==> config.mk <==
export PLATFORM = sky130hd
export DESIGN_NAME = timing_wheel_task_scheduler_core
export DESIGN_NICKNAME = d
export VERILOG_FILES = /design/src/rtl/tws_pkg.sv /design/src/rtl/timing_wheel_task_scheduler_core.sv /design/src/rtl/tws_div.sv /design/src/rtl/tws_cell.sv /design/src/rtl/tws_head.sv
export SDC_FILE = /design/constraint.sdc
export NUM_CORES = 1
export LEC_CHECK = 0
export ABC_CLOCK_PERIOD_IN_PS = 14200
export BUFFER_PORTS_ARGS = -buffer_cell sky130_fd_sc_hd__buf_4
export CELL_PAD_IN_SITES_DETAIL_PLACEMENT = 0
export CELL_PAD_IN_SITES_GLOBAL_PLACEMENT = 1
export CORE_MARGIN = 5
export CORE_UTILIZATION = 34
export CTS_CLUSTER_SIZE = 16
export DETAILED_ROUTE_END_ITERATION = 6
export PLACE_DENSITY = 0.54
export SLEW_MARGIN = 20
export SYNTH_ARGS = -nofsm -noshare
export SYNTH_HDL_FRONTEND = slang
export SYNTH_SLANG_ARGS = --single-unit
==> constraint.sdc <==
create_clock -name clk -period 14.2 [get_ports clk]
set_clock_uncertainty 0.1 [all_clocks]
set_input_delay 2.84 -clock clk [delete_from_list [all_inputs] [get_ports clk]]
set_output_delay 2.84 -clock clk [all_outputs]
set_load 0.03 [all_outputs]
==> src/rtl/tws_pkg.sv <==
package tws_pkg;

  // Default sizes of the wheel and the task table
  localparam int WHEEL_SLOTS_DEF  = 100;
  localparam int TICK_MS_DEF      = 10;
  localparam int TASK_ENTRIES_DEF = 16;

  // Period store is 13 bits wide; longer periods saturate
  localparam int          PER_W      = 13;
  localparam logic [12:0] PERIOD_MAX = 13'd8191;

  // Shared divider widths: dividend covers ms value plus wheel position,
  // divisor covers the largest tick length and wheel size
  localparam int DVD_W = 17;
  localparam int DVS_W = 11;

  // Command codes
  localparam logic [1:0] OP_ADD  = 2'd0;
  localparam logic [1:0] OP_TICK = 2'd1;
  localparam logic [1:0] OP_DEL  = 2'd2;

  // Result status codes
  localparam logic [1:0] ST_OK       = 2'd0;
  localparam logic [1:0] ST_FULL     = 2'd1;
  localparam logic [1:0] ST_NOTFOUND = 2'd2;

  // Command context seen by the head of the ring
  typedef struct packed {
    logic [1:0] opcode;
    logic       placed;
  } head_ctl_t;

  // What the head did to the entry passing it this cycle
  typedef struct packed {
    logic fire;
    logic place;
    logic drop;
  } head_evt_t;

endpackage

==> src/rtl/timing_wheel_task_scheduler_core.sv <==
// Channel   Ports                                               Transfer
// command   start, busy, opcode, task_code, delay_ms,           start & !busy
//           period_ms, target_id
// result    strobe, status, assigned_id, fired, fired_code,     strobe (1 cycle)
//           last
//
// For tick, delete and the unused code, the task table, a ring of cells,
// is rotated once past a single head stage before the final result.
// Add first runs four passes of the shared reciprocal divider to convert
// delay and period to slots, then rotates the ring in the same way.
// Reset clears all valid flags and the wheel position.
// The result side cannot stall; busy holds off commands until the
// final result has been issued.
module timing_wheel_task_scheduler_core import tws_pkg::*; #(
  parameter int WHEEL_SLOTS  = WHEEL_SLOTS_DEF,
  parameter int TICK_MS      = TICK_MS_DEF,
  parameter int TASK_ENTRIES = TASK_ENTRIES_DEF
) (
  input  logic        clk,
  input  logic        rst,
  input  logic        start,
  output logic        busy,
  input  logic [1:0]  opcode,
  input  logic [7:0]  task_code,
  input  logic [15:0] delay_ms,
  input  logic [15:0] period_ms,
  input  logic [3:0]  target_id,
  output logic        strobe,
  output logic [1:0]  status,
  output logic [3:0]  assigned_id,
  output logic        fired,
  output logic [7:0]  fired_code,
  output logic        last
);

  localparam int SW = $clog2(WHEEL_SLOTS);
  localparam int IW = $clog2(TASK_ENTRIES);

  typedef enum logic [2:0] {
    S_IDLE, S_DIV_DLY, S_DIV_SLOT, S_DIV_PER, S_DIV_PMOD, S_SCAN, S_FINISH
  } state_t;

  state_t           state;
  logic [SW-1:0]    pos;
  logic [IW-1:0]    idx;
  logic [1:0]       op_r;
  logic [7:0]       code_r;
  logic [15:0]      per_r;
  logic [3:0]       tgt_r;
  logic             placed;
  logic [IW-1:0]    place_id;
  logic             del_ok;
  logic             pend_v;
  logic [7:0]       pend_code;
  logic [SW-1:0]    add_slot;
  logic [SW-1:0]    add_pmod;
  logic             add_periodic;

  logic             div_go;
  logic             div_wheel;
  logic [DVD_W-1:0] div_dvd;
  logic             div_done;
  logic [DVD_W-1:0] div_quo;
  logic [DVS_W-1:0] div_rem;

  // Ring of entries; cell 0 feeds the head, the head feeds the last cell
  logic          c_valid    [TASK_ENTRIES];
  logic          c_periodic [TASK_ENTRIES];
  logic [SW-1:0] c_slot     [TASK_ENTRIES];
  logic [SW-1:0] c_pmod     [TASK_ENTRIES];
  logic [7:0]    c_code     [TASK_ENTRIES];

  logic          h_valid;
  logic          h_periodic;
  logic [SW-1:0] h_slot;
  logic [SW-1:0] h_pmod;
  logic [7:0]    h_code;
  head_ctl_t     ctl;
  head_evt_t     evt;
  logic          shift;

  assign busy  = (state != S_IDLE);
  assign shift = (state == S_SCAN);
  assign ctl   = '{opcode: op_r, placed: placed};

  tws_div #(
    .TICK_MS     (TICK_MS),
    .WHEEL_SLOTS (WHEEL_SLOTS)
  ) u_div (
    .clk       (clk),
    .rst       (rst),
    .go        (div_go),
    .by_wheel  (div_wheel),
    .dividend  (div_dvd),
    .done      (div_done),
    .quotient  (div_quo),
    .remainder (div_rem)
  );

  for (genvar g = 0; g < TASK_ENTRIES; g++) begin : g_ring
    if (g == TASK_ENTRIES - 1) begin : g_tail
      tws_cell #(.SW(SW)) u_cell (
        .clk        (clk),
        .rst        (rst),
        .shift      (shift),
        .d_valid    (h_valid),
        .d_periodic (h_periodic),
        .d_slot     (h_slot),
        .d_pmod     (h_pmod),
        .d_code     (h_code),
        .q_valid    (c_valid[g]),
        .q_periodic (c_periodic[g]),
        .q_slot     (c_slot[g]),
        .q_pmod     (c_pmod[g]),
        .q_code     (c_code[g])
      );
    end else begin : g_body
      tws_cell #(.SW(SW)) u_cell (
        .clk        (clk),
        .rst        (rst),
        .shift      (shift),
        .d_valid    (c_valid[g+1]),
        .d_periodic (c_periodic[g+1]),
        .d_slot     (c_slot[g+1]),
        .d_pmod     (c_pmod[g+1]),
        .d_code     (c_code[g+1]),
        .q_valid    (c_valid[g]),
        .q_periodic (c_periodic[g]),
        .q_slot     (c_slot[g]),
        .q_pmod     (c_pmod[g]),
        .q_code     (c_code[g])
      );
    end
  end

  tws_head #(
    .WHEEL_SLOTS  (WHEEL_SLOTS),
    .TASK_ENTRIES (TASK_ENTRIES),
    .SW           (SW),
    .IW           (IW)
  ) u_head (
    .ctl          (ctl),
    .idx          (idx),
    .target_id    (tgt_r),
    .pos          (pos),
    .add_slot     (add_slot),
    .add_pmod     (add_pmod),
    .add_periodic (add_periodic),
    .add_code     (code_r),
    .in_valid     (c_valid[0]),
    .in_periodic  (c_periodic[0]),
    .in_slot      (c_slot[0]),
    .in_pmod      (c_pmod[0]),
    .in_code      (c_code[0]),
    .out_valid    (h_valid),
    .out_periodic (h_periodic),
    .out_slot     (h_slot),
    .out_pmod     (h_pmod),
    .out_code     (h_code),
    .evt          (evt)
  );

  // Command sequencer, divider passes and result register
  always_ff @(posedge clk) begin
    if (rst) begin
      state  <= S_IDLE;
      pos    <= '0;
      idx    <= '0;
      strobe <= 1'b0;
      div_go <= 1'b0;
      pend_v <= 1'b0;
      placed <= 1'b0;
      del_ok <= 1'b0;
    end else begin
      strobe <= 1'b0;
      div_go <= 1'b0;
      case (state)
        S_IDLE: begin
          if (start) begin
            op_r   <= opcode;
            code_r <= task_code;
            per_r  <= period_ms;
            tgt_r  <= target_id;
            idx    <= '0;
            placed <= 1'b0;
            del_ok <= 1'b0;
            pend_v <= 1'b0;
            if (opcode == OP_ADD) begin
              div_go    <= 1'b1;
              div_dvd   <= DVD_W'(delay_ms);
              div_wheel <= 1'b0;
              state     <= S_DIV_DLY;
            end else begin
              state <= S_SCAN;
            end
          end
        end
        S_DIV_DLY: begin
          // delay ticks plus position, reduced modulo the wheel
          if (div_done) begin
            div_go    <= 1'b1;
            div_dvd   <= div_quo + DVD_W'(pos);
            div_wheel <= 1'b1;
            state     <= S_DIV_SLOT;
          end
        end
        S_DIV_SLOT: begin
          if (div_done) begin
            add_slot  <= SW'(div_rem);
            div_go    <= 1'b1;
            div_dvd   <= DVD_W'(per_r);
            div_wheel <= 1'b0;
            state     <= S_DIV_PER;
          end
        end
        S_DIV_PER: begin
          // saturate period ticks, then reduce modulo the wheel
          if (div_done) begin
            add_periodic <= (div_quo != '0);
            div_go       <= 1'b1;
            div_dvd      <= (div_quo > DVD_W'(PERIOD_MAX)) ? DVD_W'(PERIOD_MAX) : div_quo;
            div_wheel    <= 1'b1;
            state        <= S_DIV_PMOD;
          end
        end
        S_DIV_PMOD: begin
          if (div_done) begin
            add_pmod <= SW'(div_rem);
            state    <= S_SCAN;
          end
        end
        S_SCAN: begin
          idx <= idx + 1'b1;
          if (evt.place) begin
            placed   <= 1'b1;
            place_id <= idx;
          end
          if (evt.drop) begin
            del_ok <= 1'b1;
          end
          // a firing is held back one step so the final one can carry last
          if (evt.fire) begin
            if (pend_v) begin
              strobe      <= 1'b1;
              status      <= ST_OK;
              assigned_id <= '0;
              fired       <= 1'b1;
              fired_code  <= pend_code;
              last        <= 1'b0;
            end
            pend_v    <= 1'b1;
            pend_code <= c_code[0];
          end
          if (idx == IW'(TASK_ENTRIES - 1)) begin
            state <= S_FINISH;
          end
        end
        S_FINISH: begin
          strobe      <= 1'b1;
          status      <= ST_OK;
          assigned_id <= '0;
          fired       <= 1'b0;
          fired_code  <= '0;
          last        <= 1'b1;
          case (op_r)
            OP_ADD: begin
              if (placed) begin
                assigned_id <= 4'(place_id);
              end else begin
                status <= ST_FULL;
              end
            end
            OP_TICK: begin
              pos <= (pos == SW'(WHEEL_SLOTS - 1)) ? '0 : pos + 1'b1;
              if (pend_v) begin
                fired      <= 1'b1;
                fired_code <= pend_code;
              end
            end
            OP_DEL: begin
              if (!del_ok) begin
                status <= ST_NOTFOUND;
              end
            end
            default: ;
          endcase
          state <= S_IDLE;
        end
        default: state <= S_IDLE;
      endcase
    end
  end

  // Checks
  a_busy_after_accept: assert property (@(posedge clk) disable iff (rst)
    start && !busy |=> busy)
    else $error("command transfer did not raise busy");

  a_mid_result_busy: assert property (@(posedge clk) disable iff (rst)
    strobe && !last |-> busy)
    else $error("non-final result issued while idle");

  a_div_in_prep: assert property (@(posedge clk) disable iff (rst)
    div_done |-> (state == S_DIV_DLY || state == S_DIV_SLOT ||
                  state == S_DIV_PER || state == S_DIV_PMOD))
    else $error("divider finished outside an add");

  a_pos_range: assert property (@(posedge clk) disable iff (rst)
    (SW+1)'(pos) < (SW+1)'(WHEEL_SLOTS))
    else $error("wheel position out of range");

  a_head_evt: assert property (@(posedge clk) disable iff (rst)
    shift |-> $onehot0({evt.fire, evt.place, evt.drop}))
    else $error("head raised more than one event");

endmodule

==> src/rtl/tws_div.sv <==
module tws_div import tws_pkg::*; #(
  parameter int TICK_MS     = TICK_MS_DEF,
  parameter int WHEEL_SLOTS = WHEEL_SLOTS_DEF
) (
  input  logic             clk,
  input  logic             rst,
  input  logic             go,
  input  logic             by_wheel,
  input  logic [DVD_W-1:0] dividend,
  output logic             done,
  output logic [DVD_W-1:0] quotient,
  output logic [DVS_W-1:0] remainder
);

  // Scaled reciprocals: (x * RCP) >> 32 gives the quotient or one below it
  localparam logic [31:0] RCP_TICK  = 32'(64'hFFFF_FFFF / 64'(TICK_MS));
  localparam logic [31:0] RCP_WHEEL = 32'(64'hFFFF_FFFF / 64'(WHEEL_SLOTS));
  localparam int          PW        = DVD_W + 32;

  logic                   v1;
  logic                   v2;
  logic                   v3;
  logic [DVD_W-1:0]       x_r;
  logic [DVS_W-1:0]       d_r;
  logic [31:0]            m_r;
  logic [PW-1:0]          prod;
  logic [DVD_W-1:0]       q0;
  logic [DVD_W-1:0]       qd;
  logic [DVD_W-1:0]       quo;
  logic [DVS_W-1:0]       rem;

  logic [DVD_W+DVS_W-1:0] qd_full;
  logic [DVD_W-1:0]       r0;
  logic                   fix;

  // Back-multiply the estimate and check the leftover against the divisor
  always_comb begin
    qd_full = prod[PW-1:32] * d_r;
    r0      = x_r - qd;
    fix     = r0 >= DVD_W'(d_r);
  end

  // Stage flags: load, multiply, back-multiply, correct
  always_ff @(posedge clk) begin
    if (rst) begin
      v1   <= 1'b0;
      v2   <= 1'b0;
      v3   <= 1'b0;
      done <= 1'b0;
    end else begin
      v1   <= go;
      v2   <= v1;
      v3   <= v2;
      done <= v3;
    end
  end

  // Data path, one step per cycle
  always_ff @(posedge clk) begin
    if (go) begin
      x_r <= dividend;
      d_r <= by_wheel ? DVS_W'(WHEEL_SLOTS) : DVS_W'(TICK_MS);
      m_r <= by_wheel ? RCP_WHEEL : RCP_TICK;
    end
    if (v1) begin
      prod <= x_r * m_r;
    end
    if (v2) begin
      q0 <= prod[PW-1:32];
      qd <= qd_full[DVD_W-1:0];
    end
    if (v3) begin
      // estimate one short: bump quotient, take divisor off the remainder
      quo <= fix ? q0 + 1'b1 : q0;
      rem <= fix ? DVS_W'(r0 - DVD_W'(d_r)) : DVS_W'(r0);
    end
  end

  assign quotient  = quo;
  assign remainder = rem;

endmodule

==> src/rtl/tws_cell.sv <==
module tws_cell import tws_pkg::*; #(
  parameter int SW = 7
) (
  input  logic          clk,
  input  logic          rst,
  input  logic          shift,
  input  logic          d_valid,
  input  logic          d_periodic,
  input  logic [SW-1:0] d_slot,
  input  logic [SW-1:0] d_pmod,
  input  logic [7:0]    d_code,
  output logic          q_valid,
  output logic          q_periodic,
  output logic [SW-1:0] q_slot,
  output logic [SW-1:0] q_pmod,
  output logic [7:0]    q_code
);

  // Valid flag cleared by reset
  always_ff @(posedge clk) begin
    if (rst) begin
      q_valid <= 1'b0;
    end else if (shift) begin
      q_valid <= d_valid;
    end
  end

  // Entry payload, taken over from the neighbour on each ring step
  always_ff @(posedge clk) begin
    if (shift) begin
      q_periodic <= d_periodic;
      q_slot     <= d_slot;
      q_pmod     <= d_pmod;
      q_code     <= d_code;
    end
  end

endmodule

==> src/rtl/tws_head.sv <==
module tws_head import tws_pkg::*; #(
  parameter int WHEEL_SLOTS  = WHEEL_SLOTS_DEF,
  parameter int TASK_ENTRIES = TASK_ENTRIES_DEF,
  parameter int SW           = $clog2(WHEEL_SLOTS),
  parameter int IW           = $clog2(TASK_ENTRIES)
) (
  input  head_ctl_t     ctl,
  input  logic [IW-1:0] idx,
  input  logic [3:0]    target_id,
  input  logic [SW-1:0] pos,
  input  logic [SW-1:0] add_slot,
  input  logic [SW-1:0] add_pmod,
  input  logic          add_periodic,
  input  logic [7:0]    add_code,
  input  logic          in_valid,
  input  logic          in_periodic,
  input  logic [SW-1:0] in_slot,
  input  logic [SW-1:0] in_pmod,
  input  logic [7:0]    in_code,
  output logic          out_valid,
  output logic          out_periodic,
  output logic [SW-1:0] out_slot,
  output logic [SW-1:0] out_pmod,
  output logic [7:0]    out_code,
  output head_evt_t     evt
);

  localparam int CW = (IW > 4) ? IW : 4;

  logic [SW:0] resum;

  // Apply the current command to the entry leaving the ring head
  always_comb begin
    out_valid    = in_valid;
    out_periodic = in_periodic;
    out_slot     = in_slot;
    out_pmod     = in_pmod;
    out_code     = in_code;
    evt          = '0;
    resum        = {1'b0, pos} + {1'b0, in_pmod};
    case (ctl.opcode)
      OP_ADD: begin
        // first free entry takes the new task
        if (!in_valid && !ctl.placed) begin
          out_valid    = 1'b1;
          out_periodic = add_periodic;
          out_slot     = add_slot;
          out_pmod     = add_pmod;
          out_code     = add_code;
          evt.place    = 1'b1;
        end
      end
      OP_TICK: begin
        if (in_valid && in_slot == pos) begin
          evt.fire = 1'b1;
          if (in_periodic) begin
            // both terms below the wheel size: one conditional subtract
            out_slot = (resum >= (SW+1)'(WHEEL_SLOTS)) ?
                       SW'(resum - (SW+1)'(WHEEL_SLOTS)) : resum[SW-1:0];
          end else begin
            out_valid = 1'b0;
          end
        end
      end
      OP_DEL: begin
        if (in_valid && CW'(target_id) == CW'(idx)) begin
          out_valid = 1'b0;
          evt.drop  = 1'b1;
        end
      end
      default: ;
    endcase
  end

endmodule

Word level (Yosys, flattened, before mapping)
Cells that the tools add are included.
{ "classes": {"n_mux": 86, "n_eq_ne": 24, "magnitude_cmp": 3, "multipliers": 2, "bitwise_logic": 1, "n_reduce_logical": 31, "addsub": 8} }
{ "op_table": {"columns": ["op", "count"], "rows": [
  ["2-to-1 mux 17 bit", 7],
  ["one-hot mux 17 bit (4 select lines)", 1],
  ["2-to-1 mux 7 bit", 9],
  ["multiplier 17 x 32 -> 49 bit", 1],
  ["2-to-1 mux 8 bit", 6],
  ["2-to-1 mux 1 bit", 31],
  ["2-to-1 mux 29 bit", 1],
  ["AND reduction 3 bit", 9],
  ["2-to-1 mux 3 bit", 7],
  ["2-to-1 mux 4 bit", 5],
  ["one-hot mux 3 bit (6 select lines)", 1],
  ["adder 17 x 1 -> 17 bit (second input constant)", 1],
  ["adder 17 x 7 -> 17 bit", 1],
  ["greater-or-equal comparator 17 x 7 -> 1 bit", 1],
  ["greater-than comparator 17 x 13 -> 1 bit (second input constant)", 1],
  ["multiplier 17 x 7 -> 17 bit", 1],
  ["nonzero test 17 bit", 1],
  ["subtractor 17 bit", 1],
  ["one-hot mux 4 bit (2 select lines)", 2],
  ["one-hot mux 8 bit (2 select lines)", 1],
  ["!= test 2 bit (second input constant)", 7],
  ["one-hot mux 1 bit (2 select lines)", 7],
  ["one-hot mux 7 bit (2 select lines)", 1],
  ["AND reduction 6 bit", 2],
  ["32 further kinds", 50]
]} }
{ "word_totals": {"reg_bits": 661, "wordCells": 271} }

Longest topological paths before layout
Gate-level depths: netlist of the first run.
{ "logic_depth": {"word_depth": 6, "mapped_depth": 24, "mapped_depth_nobuf": 24} }

Hierarchy
A second synthesis of the first run with hierarchy kept.
{ "unflattened": {"hier_cells": 2584, "area_unflattened_um2": 34533.1} }
{ "by_module_without_submodules": {"columns": ["mod", "area_per_inst_um2", "cells_each", "n_inst"], "rows": [
  ["tws_div", 16889.9, 1612, 1],
  ["tws_cell", 724.4, 26, 16],
  ["timing_wheel_task_scheduler_core", 4929.7, 402, 1],
  ["tws_head", 1122.3, 154, 1]
]} }

Worst setup path after synthesis of the first run
Ideal clock, no wire load.
{ "synth_timing": {"kind": "register to register", "startpoint": "register state[0]", "endpoint": "register g_ring[0].g_body.u_cell.q_code[0], enable pin", "path_slack_ns": 2.246, "arrival_time_ns": 10.978, "period_less_slack_ns": 11.954, "path_stages_with_launch": 6, "path_cell_list": "dfxtp_1 > clkinv_1 > nor2_1 > nand2_1 > inv_1 > clkbuf_1"} }
{ "synth_between": {"elab_chain_cells": 1} }
{ "synth_lines": {"columns": ["element", "line", "rtl"], "rows": [
  ["start: declaration", "timing_wheel_task_scheduler_core.sv:43", "state_t state;"],
  ["start signal: assignment", "timing_wheel_task_scheduler_core.sv:166", "state <= S_IDLE;"],
  ["start signal: assignment", "timing_wheel_task_scheduler_core.sv:192", "state <= S_DIV_DLY;"],
  ["start signal: assignment", "timing_wheel_task_scheduler_core.sv:194", "state <= S_SCAN;"],
  ["equality test 3 bit", "timing_wheel_task_scheduler_core.sv:83", "assign shift = (state == S_SCAN);"],
  ["via g_ring[0].g_body.u_cell.shift", "tws_cell.sv:6", "input logic shift,"],
  ["end signal: assignment", "tws_cell.sv:34", "q_code <= d_code;"],
  ["end: declaration", "tws_cell.sv:16", "output logic [7:0] q_code"]
]} }
The timed path passes the listed nets, and every way through them passes these cells.
A chain may end at the register's enable or synchronous reset.

==> results.tsv, run 1 <==
stage	metric	value	unit
worst_setup_path	worstPathRequired	14560	ps
logic_synthesis	synth_top_area_cell	edfxtp_1	
layout	final_common_cell	edfxtp_1	
cts	postCtsHoldBufs	0	
worst_setup_path	crit_path_start_kind	register	
die	dieWidth	324	um
worst_setup_path	cp.arrival	8090	ps
timing	fin_ws	6470	ps
global_route	grt_pass1_wl	122000	um
logic_synthesis	synth.top_cell.area_share	49.4	%
layout	area_growth	12.7	%
global_route	grt_pass1_vias	19900	
logic_synthesis	synth_seq_cells	591	
logic_synthesis	yosys_most_used_dff	edfxtp_1	
layout	final_cell_mix	552 x edfxtp_1, 474 x inv_1, 284 x fa_1	
global_route	grt_max_degree	121	
cts	cts_made_buffers	59	
layout	antenna_cells	0	
timing	hold_slack	294	ps
logic_synthesis	ys_warn_count	0	
placement	gp_congestion	0.881	
routing	vias_per_cell	4.71	
routing	finalWirelength	79400	um
logic_synthesis	postSynthAreaPerCell	13.3	um^2
global_route	grt_use_total	15.3	%
routing	drt_iter0_drc	1275	
logic_synthesis	synth_sequential_area_ratio	51.7	%
die	start_util	34.2	%
cts	cts_tree	done	
die	core_area	0.0981	mm^2
hold_path	hold_path.class	register to register	
logic_synthesis	synth-edff-count	552	
die	die_h	324	um
worst_setup_path	critPathCaptureType	register	
timing	worstMarginPinSlew	1080	ps
layout	fin_area	0.0378	mm^2
power	power_leakage	15.5	nW
cts	htreeDepth	2	
cts	clock_path_buffers	3	
timing	period_share	54.4	%
worst_setup_path	rr_worst_depth	20	
placement	portBuffers	66	
worst_setup_path	r2r-start	u_div.d_r[3]	
cts	clkSinkCount	591	
timing	rsz0062_at_grt	no	
worst_setup_path	rrSetupSlack	6470	ps
layout	layout-drive-gt1-share	7.99	%
placement	detailedPlace.worstSlack	6440	ps
layout	fillerInstances	9390	
die	die_area	0.105	mm^2
placement	place_area	0.0357	mm^2
logic_synthesis	syn_area	0.0336	mm^2
routing	drtAntennaViolNets	0	
global_route	grt_overflow	0	
hold_path	hold_depth	0	
cts	clk-insertion-delay-late	640	ps
hold_path	min_to	g_ring[11].g_body.u_cell.q_code[1]	
logic_synthesis	syn-instance-count	2524	
timing	drv_slew	0	
routing	drc	0	
routing	drt-wirelength-per-cell	20.0	um
layout	num-nets-final	3232	
cts	postCtsSetupBuffers	0	
routing	dr.pass1.iters	5	
die	ioPinCount	67	
logic_synthesis	ys_top_cells_by_area	edfxtp_1 49%, fa_1 17%, ha_1 10%, inv_1 5.3%, dfxtp_1 2.3%	
logic_synthesis	ys_types	70	
worst_setup_path	critPathKind	register to register	
timing	finalHoldViolCount	0	
timing	fmax	0.129	GHz
power	vdd_drop_max	0.124	mV
power	p_per_area	125	mW/mm^2
global_route	antenna_found_initial	1	
timing	setup_tns	0	ps
timing	setup_viol	0	
run_status	status	completed	
cts	clk_pin_slew_worst_paths	60	ps
die	rows	115	
logic_synthesis	synthArstFlopShare	0	%
run	max_cap_viol_count	0	
placement	dp_hpwl	62800	um
routing	vias	18700	
cts	clockRootBuffer	clkbuf_16	
worst_setup_path	path_max_fanout	34	
timing	maxSlewHeadroom	27.7	%
worst_setup_path	r2r_end	u_div.prod[44]	
cts	post_cts_resized	0	
logic_synthesis	synth_nets	3126	
timing	fin_crit	7730	ps
hold_path	min_from	g_ring[12].g_body.u_cell.q_code[1]	
## worst max path at each step
| stage | endpoint | startpoint |
|---|---|---|
| 3_3_place_gp | u_div.prod[44] | u_div.d_r[3] |
| 6_report | u_div.prod[44] | u_div.d_r[3] |
| 5_1_grt | u_div.prod[44] | u_div.d_r[3] |
| 3_5_place_dp | u_div.prod[44] | u_div.d_r[3] |
| 4_1_cts | u_div.prod[44] | u_div.d_r[3] |
| 2_1_floorplan | g_ring[0].g_body.u_cell.q_code[0] | state[0] |
## critical path, stage by stage, from the launching register on
cell and delay [ps]:
edfxtp_1 320, buf_4 430, inv_1 300, nor2_1 680, ha_1 390, fa_1 560
fa_1 440, fa_1 460, fa_1 490, inv_1 60, fa_1 530, inv_1 100
ha_1 360, o21ai_0 240, o22ai_1 130, nor3_1 360, nand3_1 170, a21oi_1 550
o31ai_1 240, or4_1 530, o211ai_1 110
## state kept, by name, summed over array words and instances (netlist names), 8 cells and up
register / flops
g_ring.g_body.u_cell.q_slot: 105
g_ring.g_body.u_cell.q_code: 120
code_r: 8
g_ring.g_body.u_cell.q_valid: 15
u_div.qd: 16
fired_code: 8
u_div.x_r: 17
u_div.quotient: 17
u_div.q0: 17
pend_code: 8
g_ring.g_body.u_cell.q_pmod: 105
g_ring.g_body.u_cell.q_periodic: 15
g_ring.g_tail.u_cell.q_code: 8
per_r: 16
div_dvd: 17
u_div.prod: 17
## cell usage after synthesis (6+ instances only)
library cell,number
nand3_1,29
o211ai_1,11
mux2i_1,7
o21ai_0,64
clkbuf_1,34
nor2_1,101
edfxtp_1,552
a22oi_1,11
and3_1,13
xor2_1,41
inv_1,475
nand2b_1,14
and2_1,40
mux2_2,17
a211oi_1,21
nand4_1,17
nor3_1,32
o22ai_1,8
o21bai_1,14
o221ai_1,6
a21oi_1,97
ha_1,269
fa_1,284
nor2b_1,12
o22a_1,6
nand2_1,134
a31oi_1,7
dfxtp_1,39
a21o_1,20
o21a_1,10
xnor2_1,56
## routing by layer
layer | global-route usage [%] | up-vias | part of all wire, %
met5 | 0 | - | 0
met1 | 21.2 | 9412 | 45
met2 | 25.7 | 326 | 49
met3 | 2.18 | 99 | 3.6
li1 | - | 8859 | -
met4 | 3.96 | 0 | 2.3
## through the flow
stage / std cells / total power, mW / util (%)
after floorplan: 2524 / 2.72 / -
after global placement: 3854 / 3.08 / 36.3
after detailed placement: 3855 / 3.08 / 36.3
after CTS: 3966 / 4.79 / 38.5
after global routing: 3967 / 4.99 / 38.6
final: 3967 / 4.71 / 38.6
## power breakdown
| group | leakage [nW] | total [mW] | internal [mW] | switching (mW) |
|---|---|---|---|---|
| registers | 5.31 | 1.99 | 1.97 | 0.0242 |
| logic | 9.11 | 1.04 | 0.392 | 0.651 |
| clock network | 1.06 | 1.68 | 1.01 | 0.668 |
## layout make-up
type	count	area [um^2]	share of cell area, %
timing repair buffer	83	647	1.71
inverter	478	1800	4.76
tap	1287	1610	4.26
clock buffer	73	1610	4.25
sequential	591	17400	45.9
multi-input combinational	1417	14300	37.7
clock inverter	38	541	1.43
## kinds of logic after synthesis
group                      count (synthesis)  share of synthesized area (%)
AOI/OAI and AO/OA                        319                           6.13
buffers and inverters                    516                           5.81
and+or+nand+nor                          421                           5.97
DFF                                      591                           51.7
xor gates and xnor gates                  97                           2.53
muxes                                     27                          0.880
adders and majority gates                553                           27.0
Power figures use the tool's default switching activity.
==> run 2, diff against run 1 <==
- ABC_CLOCK_PERIOD_IN_PS: 14200 -> 7000
- PLACE_DENSITY: 0.54 -> 0.56
- clock period: 14.2 -> 7 ns (I/O delays scaled with it)
==> run 2 against run 1 <==
Critical path depth is 4 higher. Non-clock buffer count up 66. Combinational power rose by 110%. Clock power grew 90%. Count of clock-buffer cells in the layout is 4 lower. Setup slack worse by 6300 ps.
==> results.tsv, run 2 (synthesized netlist as in run 1, its figures left out) <==
stage	metric	value	unit	change
cts	clk-insertion-delay-late	640	ps	about the same
placement	dp_hpwl	62100	um	-1.1%
timing	maxSlewHeadroom	32.6	%	+4.9 points
worst_setup_path	cp.arrival	7050	ps	-1040 ps
layout	largestRegisters	g_ring.g_body.u_cell.q_code (120), g_ring.g_body.u_cell.q_pmod (105), g_ring.g_body.u_cell.q_slot (105)		
worst_setup_path	critPathCaptureType	register		
routing	finalWirelength	78100	um	-1.7%
worst_setup_path	critPathKind	register to register		
run	max_cap_viol_count	0		unchanged
layout	largest-register	g_ring.g_body.u_cell.q_code		
power	power_leakage	15.7	nW	+1.6%
cts	clockRootBuffer	clkbuf_16		
cts	clock_path_buffers	3		unchanged
die	ioPinCount	67		unchanged
routing	drtAntennaViolNets	0		unchanged
routing	vias	19000		+1.4%
die	core_area	0.0981	mm^2	unchanged
global_route	use_met1	20.8	%	-0.44 points
cts	cts_tree	done		
routing	drc	0		unchanged
cts	clk_pin_slew_worst_paths	80	ps	+20 ps
worst_setup_path	cpLargestDelayFamily	adder cells		
layout	final_cell_mix	552 x edfxtp_1, 473 x inv_1, 283 x fa_1		
power	vdd_drop_max	0.226	mV	+82%
placement	portBuffers	66		unchanged
die	die_area	0.105	mm^2	unchanged
layout	largest_register_ffs	120		unchanged
global_route	grt_pass1_wl	121000	um	-0.89%
placement	gp_congestion	0.944		+7.2%
global_route	grt_overflow	0		unchanged
die	dieWidth	324	um	unchanged
global_route	met2_usage	25.0	%	-0.72 points
power	power	9.44	mW	+100%
routing	dr.pass1.iters	5		unchanged
timing	fin_crit	6780	ps	-941 ps
layout	num-nets-final	3297		+2.0%
layout	fin_area	0.0382	mm^2	+1.0%
global_route	antenna_found_initial	1		unchanged
routing	drt-wirelength-per-cell	19.4	um	-3.2%
layout	area_growth	13.9	%	
worst_setup_path	worstPathRequired	7260	ps	-7300 ps
timing	drv_slew	0		unchanged
die	start_util	34.2	%	unchanged
power	p_per_area	247	mW/mm^2	+98%
layout	antenna_cells	0		unchanged
worst_setup_path	worst_path_max_delay_cell	fa_1		
timing	setup_viol	0		unchanged
timing	hold_slack	312	ps	+17.6 ps
global_route	use_met3	2.19	%	+0.012 points
global_route	grt_use_total	15.0	%	-0.31 points
worst_setup_path	crit_buf_inv	8		+4
timing	period_share	96.9	%	+43 points
cts	cts_made_buffers	58		-1.7%
timing	worstMarginPinSlew	1010	ps	-74.9 ps
timing	setup_tns	0	ps	unchanged
timing	finalHoldViolCount	0		unchanged
run_status	status	completed		
routing	vias_per_cell	4.70		-0.25%
worst_setup_path	crit_path_start_kind	register		
cts	htreeDepth	2		unchanged
placement	place_area	0.0361	mm^2	+1.4%
cts	clkSinkCount	591		unchanged
global_route	grt_pass1_vias	20000		+0.37%
die	die_h	324	um	unchanged
cts	postCtsHoldBufs	0		unchanged
layout	layout-drive-gt1-share	10.1	%	+2.1 points
worst_setup_path	cpPeakStageDelay	570	ps	-110 ps
layout	fillerInstances	9326		-0.68%
timing	rsz0062_at_grt	yes		
die	rows	115		unchanged
timing	fin_ws	216	ps	-6260 ps
placement	detailedPlace.worstSlack	-76.5	ps	-6520 ps
hold_path	hold_path.class	register to register		
routing	drt_iter0_drc	1188		-6.8%
timing	fmax	0.147	GHz	+14%
global_route	grt_max_degree	168		+39%
global_route	top_usage_layer	met2		
worst_setup_path	path_max_fanout	5		-85%
layout	final_common_cell	edfxtp_1		
worst_setup_path	path_cells	buf_4 > nand2_1 > inv_1 > buf_4 > ha_1 > inv_1 > fa_1 > inv_1 > fa_1 > fa_1 > inv_1 > fa_1 > inv_1 > fa_1 > ha_1 > o21ai_0 > a21oi_1 > o21ai_0 > a211oi_2 > a21oi_4 > buf_4 > a211oi_4 > mux2i_1 > nand2_1		
## run 2: cell type report
| type | count | area, um^2 | area share [%] |
|---|---|---|---|
| Clock inverter | 40 | 445 | 1.17 |
| Clock buffer | 69 | 1530 | 4.01 |
| Inverter | 478 | 1800 | 4.71 |
| Tap cell | 1287 | 1610 | 4.21 |
| Timing Repair Buffer | 149 | 1140 | 2.99 |
| Multi-Input combinational cell | 1417 | 14300 | 37.5 |
| Sequential cell | 591 | 17400 | 45.4 |
## run 2: final timing paths
path | slack (ps) | end | start | cells after the start
worst max-delay path | 220 | u_div.prod[40] | u_div.d_r[3] | 24
worst min-delay path | 310 | g_ring[1].g_body.u_cell.q_code[5] | g_ring[2].g_body.u_cell.q_code[5] | 0
worst max register to register | 220 | u_div.prod[40] | u_div.d_r[3] | 24
worst min register to register | 310 | g_ring[1].g_body.u_cell.q_code[5] | g_ring[2].g_body.u_cell.q_code[5] | 0
## run 2: layer usage
metal	vias up	part of all wire [%]
li1	8976	-
met1	9558	45
met2	323	48
met3	94	3.3
met4	0	2.8
met5	-	0
## run 2: per-stage QoR
stage,util (%),std cells
final,39.0,4031
after global routing,39.0,4031
after CTS,38.9,4028
after detailed placement,36.8,3917
after global placement,36.8,3917
after floorplan,-,2524
## run 2: power breakdown
part           leakage [nW]  total, mW  internal, mW  switching [mW]
Clock                 0.970       3.20          1.87            1.33
Combinational          9.44       2.20         0.875            1.33
Sequential             5.31       4.04          3.99          0.0473
## run 2: timing repair
action / CTS / global route
pin swaps: 0 / 1
gates resized for setup: 3 / 13
endpoints found under the setup margin: 4 / 12
setup buffers: 2 / 3
==> run 3, diff against run 2 <==
- ABC_CLOCK_PERIOD_IN_PS: 7000 -> 8200
- PLACE_DENSITY: 0.56 -> 0.54
- clock period: 7 -> 8.2 ns (I/O delays scaled with it)
==> run 3 against run 2 <==
Power fell by 17%. Non-clock buffer count shrank 56. Die area unchanged. Sequential power is 15% lower. Critical endpoint is now u_div.prod[44].
==> results.tsv, run 3 (synthesized netlist as in run 1, its figures left out) <==
stage	metric	value	unit	change
timing	fin_crit	7290	ps	+503 ps
worst_setup_path	cpMostUsedCell	fa_1		
power	power_frac_seq	44.1	%	+1.3 points
placement	portBuffers	66		unchanged
power	combPwrFrac	22.8	%	-0.6 points
routing	vias_per_cell	4.71		+0.13%
die	rows	115		unchanged
timing	maxSlewHeadroom	33.0	%	+0.34 points
layout	num-nets-final	3242		-1.7%
layout	largestRegisters	g_ring.g_body.u_cell.q_code (120), g_ring.g_body.u_cell.q_pmod (105), g_ring.g_body.u_cell.q_slot (105)		
routing	dr.pass1.iters	7		+2
worst_setup_path	cpPeakStageDelay	660	ps	+90 ps
worst_setup_path	r2r-start	u_div.x_r[10]		
worst_setup_path	cp.arrival	7640	ps	+590 ps
hold_path	hold_depth	0		unchanged
worst_setup_path	path_max_fanout	8		+3
layout	final_cell_mix	552 x edfxtp_1, 474 x inv_1, 284 x fa_1		
power	internal_power	5.54	mW	-18%
timing	period_share	88.9	%	-8.0 points
global_route	grt_overflow	0		unchanged
routing	drc	0		unchanged
power	p_per_area	208	mW/mm^2	-16%
hold_path	min_from	g_ring[12].g_body.u_cell.q_slot[2]		
cts	post_cts_resized	0		-3
layout	largest-register	g_ring.g_body.u_cell.q_code		
timing	drv_slew	0		unchanged
timing	setup_tns	0	ps	unchanged
timing	rsz0062_at_grt	no		
die	ioPinCount	67		unchanged
timing	finalHoldViolCount	0		unchanged
hold_path	hold_path.class	register to register		
die	die_area	0.105	mm^2	unchanged
cts	postCtsHoldBufs	0		unchanged
layout	largest_register_ffs	120		unchanged
global_route	antenna_found_initial	2		+1
routing	vias	18700		-1.3%
run	max_cap_viol_count	0		unchanged
hold_path	min_to	g_ring[11].g_body.u_cell.q_slot[2]		
cts	postCtsSetupBuffers	0		-2
cts	cts_made_buffers	59		+1.7%
worst_setup_path	critPathKind	register to register		
cts	clk-insertion-delay-late	630	ps	about the same
placement	gp_congestion	0.882		-6.6%
worst_setup_path	rr_worst_depth	22		-8.3%
global_route	grt_pass1_wl	122000	um	+1.2%
placement	dp_hpwl	63400	um	+2.0%
global_route	grt_pass1_vias	20100		+0.64%
global_route	grt_use_total	15.4	%	+0.35 points
worst_setup_path	path_cells	nand2_1 > inv_1 > fa_1 > inv_1 > fa_1 > inv_1 > fa_1 > fa_1 > fa_1 > inv_1 > fa_1 > inv_1 > ha_1 > a211oi_1 > o22ai_1 > nor3_1 > nand3_1 > a21oi_1 > buf_4 > o31ai_1 > or4_1 > o211ai_1		
placement	detailedPlace.worstSlack	849	ps	+926 ps
worst_setup_path	worst_path_max_delay_cell	edfxtp_1		
cts	clkSinkCount	591		unchanged
cts	clk_pin_slew_worst_paths	60	ps	-20 ps
worst_setup_path	rrSetupSlack	910	ps	+700 ps
power	vdd_drop_max	0.190	mV	-16%
routing	drt_iter0_drc	1086		-8.6%
layout	final_common_cell	edfxtp_1		
routing	finalWirelength	80000	um	+2.5%
worst_setup_path	critPathCaptureType	register		
cts	htreeDepth	2		unchanged
timing	fin_ws	912	ps	+697 ps
die	start_util	34.2	%	unchanged
power	power_leakage	15.4	nW	-2.2%
layout	area_growth	12.1	%	
cts	cts_tree	done		
worst_setup_path	r2r_end	u_div.prod[44]		
power	clock_power_share	33.1	%	-0.8 points
cts	clock_path_buffers	3		unchanged
power	p_sw	2.27	mW	-16%
routing	drt-wirelength-per-cell	20.1	um	+3.9%
die	core_area	0.0981	mm^2	unchanged
worst_setup_path	crit_path_start_kind	register		
power	power	7.81	mW	-17%
timing	setup_viol	0		unchanged
worst_setup_path	worstPathRequired	8560	ps	+1300 ps
routing	drtAntennaViolNets	0		unchanged
timing	fmax	0.137	GHz	-6.9%
layout	layout-drive-gt1-share	7.74	%	-2.4 points
cts	clockRootBuffer	clkbuf_16		
die	die_h	324	um	unchanged
run_status	status	completed		
power	p_sw_share	29.1	%	+0.39 points
global_route	grt_max_degree	143		-15%
timing	worstMarginPinSlew	1000	ps	-5.14 ps
die	dieWidth	324	um	unchanged
==> run 3: changes by cell type in the layout (fill, tap and decap cells not counted), moves of 2 or more <==
cell	before	now
clkbuf_8	2	7
nor3_1	29	31
bufinv_16	8	2
nor3_2	4	2
a211oi_1	17	20
and2_1	38	40
a211oi_2	3	1
clkbuf_1	8	17
buf_4	147	92
clkinv_1	19	10
and2_2	2	0
==> run 3: cell type report <==
type	count	area [um^2]
diodes	1	2.50
clock buffers	83	1640
clock inverters	24	223
fillers	9413	60500
inverters	478	1800
multi-input cells	1417	14300
flip-flops and latches	591	17400
well taps	1287	1610
repair buffers	93	711
==> run 3: metal layers <==
layer	wire (um)	GRT usage, %	part of all wire (%)
met5	0	0	0
met4	2030	4.01	2.5
met3	3060	2.36	3.8
met2	38800	25.9	49
met1	36100	21.0	45
==> run 3: stage by stage <==
step	util [%]	hold slack (ps)	cells	instance area, um^2
after floorplan	-	300	2524	33600
after global placement	36.4	301	3866	35800
after detailed placement	36.4	305	3866	35800
after CTS	38.3	310	3973	37600
after global routing	38.3	315	3973	37600
final	38.3	305	3974	37600
==> run 3: worst max-delay path, delay by kind of cell (launching register included) <==
kind / cells / cell delay, ps
fa+ha+maj: 7 / 3520
simple gates: 4 / 1300
compound gates: 5 / 810
buf+inv: 6 / 710
flops: 1 / 660
==> run 3: power groups by stage <==
stage                     clock [mW]  sequential (mW)  combinational, mW
after detailed placement           0             3.51               1.80
after CTS                       2.68             3.45               1.82
final                           2.58             3.45               1.78
after global routing            2.81             3.45               2.03
after global placement             0             3.51               1.80
after floorplan                    0             3.50               1.19
==> run 3: worst max-delay path by stage <==
stage	from	end	slack [ps]	cells after the start
CTS	u_div.x_r[10]	u_div.prod[44]	810	22
detailed placement	u_div.x_r[10]	u_div.prod[44]	850	22
global route	u_div.x_r[10]	u_div.prod[43]	470	22
finish	u_div.x_r[10]	u_div.prod[44]	910	22
global placement	u_div.x_r[10]	u_div.prod[44]	900	22
floorplan	u_div.d_r[3]	u_div.prod[44]	1870	22
